File: config.mk
export PLATFORM = sky130hd
export DESIGN_NAME = auto_radix_number_parser_flat
export DESIGN_NICKNAME = d
export VERILOG_FILES = /design/src/rtl/core/arnp_pkg.sv /design/src/rtl/core/arnp_if.sv /design/src/rtl/core/arnp_step.sv /design/src/rtl/core/auto_radix_number_parser.sv /design/src/flat_wrapper.sv
export SDC_FILE = /design/constraint.sdc
export NUM_CORES = 1
export LEC_CHECK = 0
export BUFFER_PORTS_ARGS = -buffer_cell sky130_fd_sc_hd__buf_4
export CAP_MARGIN = 20
export CORE_ASPECT_RATIO = 0.8
export CORE_MARGIN = 2
export CORE_UTILIZATION = 55
export CTS_CLUSTER_DIAMETER = 40
export DETAILED_ROUTE_END_ITERATION = 6
export GPL_TIMING_DRIVEN = 0
export PLACE_DENSITY_LB_ADDON = 0.05
export REMOVE_ABC_BUFFERS = 1
export SYNTH_ARGS = -nofsm -noshare
export SYNTH_HDL_FRONTEND = slang
export SYNTH_SLANG_ARGS = --single-unit
File: constraint.sdc
create_clock -name clk -period 15.15 [get_ports clk]
set_input_delay 3.7875 -clock clk [delete_from_list [all_inputs] [get_ports clk]]
set_output_delay 3.7875 -clock clk [all_outputs]
set_load 0.01 [all_outputs]
File: src/rtl/core/arnp_pkg.sv
// Package with the types and codes of the auto-radix number parser.
package arnp_pkg;

	// Parse phase, one-hot.
	typedef enum logic [4:0] {
		PH_START = 5'b00001,
		PH_ZERO  = 5'b00010,
		PH_DEC   = 5'b00100,
		PH_OCT   = 5'b01000,
		PH_HEX   = 5'b10000
	} phase_t;

	// Radix codes as they appear on the result channel.
	localparam logic [1:0] RADIX_DEC = 2'd0;
	localparam logic [1:0] RADIX_OCT = 2'd1;
	localparam logic [1:0] RADIX_HEX = 2'd2;

	typedef struct packed {
		logic [31:0] acc;
		phase_t      phase;
		logic        illegal;
	} state_t;

	typedef struct packed {
		logic [31:0] value;
		logic [1:0]  radix_code;
		logic        illegal_seen;
	} result_t;

	localparam state_t STATE_RESET = '{acc: 32'd0, phase: PH_START, illegal: 1'b0};

endpackage

File: src/rtl/core/arnp_if.sv
// Valid/ready channel interfaces for characters in and parsed numbers out.
interface arnp_char_if;
	logic       valid;
	logic       ready;
	logic [7:0] character;

	modport source (output valid, output character, input ready);
	modport sink (input valid, input character, output ready);
endinterface

interface arnp_result_if;
	logic        valid;
	logic        ready;
	logic [31:0] value;
	logic [1:0]  radix_code;
	logic        illegal_seen;

	modport source (output valid, output value, output radix_code, output illegal_seen,
		input ready);
	modport sink (input valid, input value, input radix_code, input illegal_seen,
		output ready);
endinterface

File: src/rtl/core/arnp_step.sv
// Next-state and result logic for one character of the number parser.
module arnp_step (
	input  arnp_pkg::state_t  cur,
	input  logic [7:0]        ch,
	output arnp_pkg::state_t  nxt,
	output logic              emit,
	output arnp_pkg::result_t res
);
	import arnp_pkg::*;

	localparam logic [7:0] CH_NUL = 8'h00;
	localparam logic [7:0] CH_0   = 8'h30;
	localparam logic [7:0] CH_7   = 8'h37;
	localparam logic [7:0] CH_9   = 8'h39;
	localparam logic [7:0] CH_UA  = 8'h41;
	localparam logic [7:0] CH_UF  = 8'h46;
	localparam logic [7:0] CH_UX  = 8'h58;
	localparam logic [7:0] CH_LA  = 8'h61;
	localparam logic [7:0] CH_LF  = 8'h66;
	localparam logic [7:0] CH_LX  = 8'h78;

	logic [1:0]  dig_radix;
	logic        ok;
	logic [3:0]  digit;
	logic [31:0] scaled;
	logic [31:0] stepped;

	// Radix in force for a digit in this phase; also the reported code.
	always_comb begin
		case (cur.phase)
			PH_HEX:          dig_radix = RADIX_HEX;
			PH_ZERO, PH_OCT: dig_radix = RADIX_OCT;
			default:         dig_radix = RADIX_DEC;
		endcase
	end

	// Digit decode and accumulator scaling by shifts and one add.
	always_comb begin
		digit = ch[3:0];
		case (dig_radix)
			RADIX_HEX: begin
				ok = ch inside {[CH_0:CH_9], [CH_LA:CH_LF], [CH_UA:CH_UF]};
				if (!(ch inside {[CH_0:CH_9]}))
					digit = 4'(ch[3:0] + 4'd9);
				scaled = {cur.acc[27:0], 4'b0000};
			end
			RADIX_OCT: begin
				ok = ch inside {[CH_0:CH_7]};
				scaled = {cur.acc[28:0], 3'b000};
			end
			default: begin
				ok = ch inside {[CH_0:CH_9]};
				scaled = {cur.acc[28:0], 3'b000} + {cur.acc[30:0], 1'b0};
			end
		endcase
		stepped = scaled + {28'd0, digit};
	end

	always_comb begin
		logic take;
		take = 1'b0;
		nxt = cur;
		emit = 1'b0;
		res.value = cur.acc;
		res.radix_code = dig_radix;
		res.illegal_seen = cur.illegal;
		if (ch == CH_NUL) begin
			emit = 1'b1;
			nxt = STATE_RESET;
		end else begin
			case (cur.phase)
				PH_ZERO: begin
					if (ch == CH_LX || ch == CH_UX) begin
						nxt.phase = PH_HEX;
					end else begin
						nxt.phase = PH_OCT;
						take = 1'b1;
					end
				end
				PH_DEC, PH_OCT, PH_HEX: begin
					take = 1'b1;
				end
				default: begin
					// Start phase, and any stray code treated as start.
					if (ch == CH_0) begin
						nxt.phase = PH_ZERO;
					end else begin
						nxt.phase = PH_DEC;
						take = 1'b1;
					end
				end
			endcase
			if (take) begin
				if (ok)
					nxt.acc = stepped;
				else
					nxt.illegal = 1'b1;
			end
		end
	end

endmodule

File: src/rtl/core/auto_radix_number_parser.sv
// Top level of the auto-radix number parser: input stage, parse state, result register.
//
// The block takes one ASCII character per transaction and parses an unsigned number whose
// radix comes from its prefix: "0x" or "0X" selects hexadecimal, a lone leading "0" selects
// octal, anything else decimal. Each legal digit updates the value as value * radix + digit,
// wrapping modulo 2^32; an illegal digit is skipped and sets a sticky flag. A NUL character
// ends the number and produces one result transaction carrying the value, the radix code
// (0 decimal, 1 octal, 2 hexadecimal) and the illegal flag, after which the parser is back
// in its start state. Other characters produce no result. The block accepts one character
// every clock cycle unless held back. A character is registered in the input stage and
// then moves into the parse state; the result register loads at that same edge, so a
// result is offered once its NUL has passed the input stage. The rate is set by the loop
// through the parse state register, whose update (a shift-and-add scale by the radix plus
// the digit) is combinational. The input stage keeps taking characters while a result
// waits; only a second NUL meeting a full, stalled result register holds the input back.
module auto_radix_number_parser (
	input  logic          clk,
	input  logic          arst_n,
	arnp_char_if.sink     chars,
	arnp_result_if.source result
);
	import arnp_pkg::*;

	logic       valid_s1;
	logic [7:0] char_s1;

	state_t  state_q;
	state_t  state_nxt;
	logic    emit;
	result_t res_nxt;
	result_t res_q;
	logic    out_valid_q;
	logic    advance;

	arnp_step u_step (
		.cur  (state_q),
		.ch   (char_s1),
		.nxt  (state_nxt),
		.emit (emit),
		.res  (res_nxt)
	);

	// The staged character moves into the parse state unless it is a NUL whose result
	// would overwrite one that is still waiting to be taken.
	assign advance = valid_s1 && (!emit || !out_valid_q || result.ready);
	assign chars.ready = !valid_s1 || advance;

	always_ff @(posedge clk or negedge arst_n) begin
		if (!arst_n) begin
			valid_s1 <= 1'b0;
		end else if (chars.valid && chars.ready) begin
			valid_s1 <= 1'b1;
		end else if (advance) begin
			valid_s1 <= 1'b0;
		end
	end

	always_ff @(posedge clk) begin
		if (chars.valid && chars.ready)
			char_s1 <= chars.character;
	end

	always_ff @(posedge clk or negedge arst_n) begin
		if (!arst_n) begin
			state_q <= STATE_RESET;
		end else if (advance) begin
			state_q <= state_nxt;
		end
	end

	always_ff @(posedge clk or negedge arst_n) begin
		if (!arst_n) begin
			out_valid_q <= 1'b0;
		end else if (advance && emit) begin
			out_valid_q <= 1'b1;
		end else if (result.ready) begin
			out_valid_q <= 1'b0;
		end
	end

	always_ff @(posedge clk) begin
		if (advance && emit)
			res_q <= res_nxt;
	end

	assign result.valid        = out_valid_q;
	assign result.value        = res_q.value;
	assign result.radix_code   = res_q.radix_code;
	assign result.illegal_seen = res_q.illegal_seen;

endmodule

File: src/flat_wrapper.sv
// flat-port wrapper written by rule: the top's interface ports become plain ports
module auto_radix_number_parser_flat import arnp_pkg::*;
  (clk, arst_n, chars_valid, chars_character, chars_ready, result_valid, result_value, result_radix_code, result_illegal_seen, result_ready);
  arnp_char_if chars_i ();
  arnp_result_if result_i ();
  input  logic clk;
  input  logic arst_n;
  input wire logic [$bits(chars_i.valid)-1:0] chars_valid;
  input wire logic [$bits(chars_i.character)-1:0] chars_character;
  output wire logic [$bits(chars_i.ready)-1:0] chars_ready;
  output wire logic [$bits(result_i.valid)-1:0] result_valid;
  output wire logic [$bits(result_i.value)-1:0] result_value;
  output wire logic [$bits(result_i.radix_code)-1:0] result_radix_code;
  output wire logic [$bits(result_i.illegal_seen)-1:0] result_illegal_seen;
  input wire logic [$bits(result_i.ready)-1:0] result_ready;
  assign chars_i.valid = chars_valid;
  assign chars_i.character = chars_character;
  assign chars_ready = chars_i.ready;
  assign result_valid = result_i.valid;
  assign result_value = result_i.value;
  assign result_radix_code = result_i.radix_code;
  assign result_illegal_seen = result_i.illegal_seen;
  assign result_i.ready = result_ready;
  auto_radix_number_parser u_core (.clk(clk), .arst_n(arst_n), .chars(chars_i), .result(result_i));
endmodule
==> metrics.txt <==
CP startpoint result_ready; synth warn 0; CP cell instances buf_4 > nand4b_1 > buf_4; Setup WS post-layout 7040 ps; adder-cell area share of the yosys netlist 7.86%; Die Ht 102 um; Die X-Extent 126 um; post-synthesis cell count 735; Unique masters post-synth 75; Post-DRT Antenna Nets 0; Pwr per Cell Area 68.9 nW/um^2; Synth area leader edfxtp_1; Core Rows 35; Routability Congestion 0.914; reg2reg start u_core.state_q[2]$_DFFE_PN0P_; Layout area overhead 11.2%; min cycle time layout 8110 ps; routed wl met3 1320 um; CP required 11360 ps; synth cell count leaders nand2_1, nor2_1, edfxtp_1; CTS tree yes; post-synthesis cell area 6560 um^2; ant diodes 0; # clock sinks 83; Hold Crit Class flop to flop; total routed wirelength 17600 um; H-tree levels 3; max incr delay on CP 220 ps; Synth area leaders edfxtp_1, dfrtp_1, ha_1; DRC Markers 0; core area 11600 um^2; CTS root buf clkbuf_16; hold buffer count at cts 0; Most used DFF post-synth edfxtp_1; RSZ-0062 raised after global routing false; Layout Cells excl Fill 908; Starting Density 56.7%; DRT Pass-1 Iters 6; worst reg-to-reg setup slack 9510 ps; worst slew pin tran 1130 ps; met2 WL 7600 um; outcome complete, no violations; HPWL after detailed placement 12400 um; Top Ports 49; largest delay contributor family on the critical path buffers and inverters; layout cells sized above 1 13.3%; latest clock arrival within the worst-skew pair 350 ps; slew margin rel. 24.7%; FF-to-FF path depth 18; Critical Path End chars_ready; register area share after synthesis 35.0%; post-synth top area share 19.7%; GRT Util Overall 27.7%; Finished Cell Area 7290 um^2; post-cts repair resize count 0; CP Data Arrival Time 4320 ps; Placed Cells 892; reg2reg end u_core.state_q[33]$_DFFE_PN0P_; Clock Pin Slew Worst Setup and Hold Paths 70 ps; critical path launch point type input pin; CP Depth 3; crit end category output pin; Final setup viols 0; fin crit share 53.5%; WS Path Type input pin to output pin; Top Layer Used met4; Post-synth EDFFs 43; Fmax 123 MHz; worst-path maximum fanout 3; max-slew violation count 0; post-synthesis compound-gate area fraction 25.8%; leakage power 2.98 nW; Peak supply drop 52.6 uV; CTS Buf Count 9; Bufs and invs on worst path 2; TNS Setup 0 ps; via count 6171; drt via density 6.80; pre-CTS setup slack 7040 ps; die area 12800 um^2; DR WL/cell 19.4 um; pin count of the biggest net entering global routing 58; Longest Clk Path Bufs 2; Final Hold Viols 0; slowest stage cell on the critical path buf_4; DRT iter0 DRCs 499; synthesized-area fraction occupied by and/or/nand/nor cells 21.9%; gr ovfl total 0; XOR/XNOR Fraction of Synth Area 4.14%; Critical Path Most Common Cell buf_4; antenna violations before repair 0; first-pass GRT wire length 28600 um; Post-Place Cell Area 7020 um^2; Port Buf Inserts 48; post-CTS setup repair buffer count 0; total power 0.503 mW; main combinational cell family by area after synthesis compound AO/OA/AOI/OAI gates; synthesized flop and latch total 83; post-synthesis mux area share 1.56%; syn_area_per_cell 8.92 um^2; Setup Skew 7.46 ps; vias in the first global route 5595; Max-Cap Viols 0; Async S/R FF share, synth 48.2%; Layout Nets 807; met1 wire length 8380 um
==> layout by cell type, fill, tap and decap left out, types with 6 or more instances in the layout <==
cell type	synthesis	layout
a21o_1	15	15
a21oi_1	42	42
a221o_1	8	8
a221oi_1	14	14
a22oi_1	12	12
a31o_2	10	10
a31oi_1	11	11
and3_1	10	10
and4_1	6	6
buf_4	1	48
clkbuf_16	0	9
dfrtp_1	39	39
edfxtp_1	43	43
ha_1	38	37
inv_1	18	17
mux2i_1	8	8
nand2_1	65	65
nand2b_1	6	6
nand3_1	32	32
nand4_1	17	17
nor2_1	65	65
nor3_1	12	12
nor4_1	11	11
o211ai_1	8	8
o21a_1	6	6
o21ai_0	41	41
o21ai_1	9	9
or3_1	9	9
or4_1	7	7
xnor2_1	18	18
xor2_1	13	13
==> state kept, by name (all words and copies together), names as in the netlist <==
| signal | cells |
|---|---|
| u_core.result.valid | 1 |
| u_core.result.illegal_seen | 1 |
| u_core.valid_s1 | 1 |
| u_core.result.value | 32 |
| u_core.result.radix_code | 2 |
| u_core.char_s1 | 8 |
| u_core.state_q | 38 |
==> layout make-up <==
class / count / area [um^2]
clock buffer: 9 / 225
clock inverter: 7 / 48.8
fill: 964 / 4270
inverter: 19 / 71.3
multi-input combinational: 590 / 4020
sequential: 83 / 2290
tap: 148 / 185
timing repair buffer: 52 / 450
==> routing by layer <==
layer  global-route usage, %  vias to the layer above
met4                    8.54                        0
met5                       0                        -
li1                        -                     2903
met2                    42.5                      272
met3                    4.75                       26
met1                    40.4                     2970
==> metrics by stage <==
stage / hold slack, ps / utilization (%)
after floorplan: 426 / -
after global placement: 447 / 59.9
after detailed placement: 438 / 60.7
after CTS: 464 / 63.1
after global routing: 488 / 63.1
final: 467 / 63.1
==> where the power goes <==
part	total [mW]	internal [mW]	switching [mW]
Clock	0.210	0.112	0.0980
Combinational	0.0413	0.0170	0.0243
Sequential	0.251	0.242	0.00912
==> cell families (layout without fill, tap and decap cells) <==
family / after synthesis / count (layout)
AO/OA/AOI/OAI: 239 / 239
XOR/XNOR: 31 / 31
adder cells (fa/ha/maj): 40 / 40
buffers and inverters: 62 / 87
flip-flops: 83 / 83
multiplexers: 10 / 10
AND/OR/NAND/NOR: 270 / 270
==> how the worst min path moves through the flow <==
stage | start | to | slack (ps) | depth (start not counted)
floorplan | u_core.state_q[0]$_DFFE_PN0P_ | u_core.result.illegal_seen$_DFFE_PP_ | 430 | 0
detailed placement | u_core.state_q[0]$_DFFE_PN0P_ | u_core.result.illegal_seen$_DFFE_PP_ | 440 | 0
global route | u_core.state_q[37]$_DFFE_PN0P_ | u_core.result.value[31]$_DFFE_PP_ | 490 | 0
CTS | u_core.state_q[37]$_DFFE_PN0P_ | u_core.result.value[31]$_DFFE_PP_ | 460 | 0
global placement | u_core.state_q[37]$_DFFE_PN0P_ | u_core.result.value[31]$_DFFE_PP_ | 450 | 0
finish | u_core.state_q[37]$_DFFE_PN0P_ | u_core.result.value[31]$_DFFE_PP_ | 470 | 0
==> worst register-to-register path, cell delays in order, from the launching register on <==
cell,delay [ps]
dfrtp_1,450
nor4_1,280
nand2_1,160
inv_1,90
ha_1,690
nand2b_1,190
inv_1,150
nand2_1,60
o21ai_0,90
ha_1,210
inv_1,60
fa_1,380
nor2b_1,230
o211ai_1,210
or4_1,760
nor4_2,600
nand4_1,370
or4_1,500
nand3_1,100
Power figures use the tool's default switching activity.
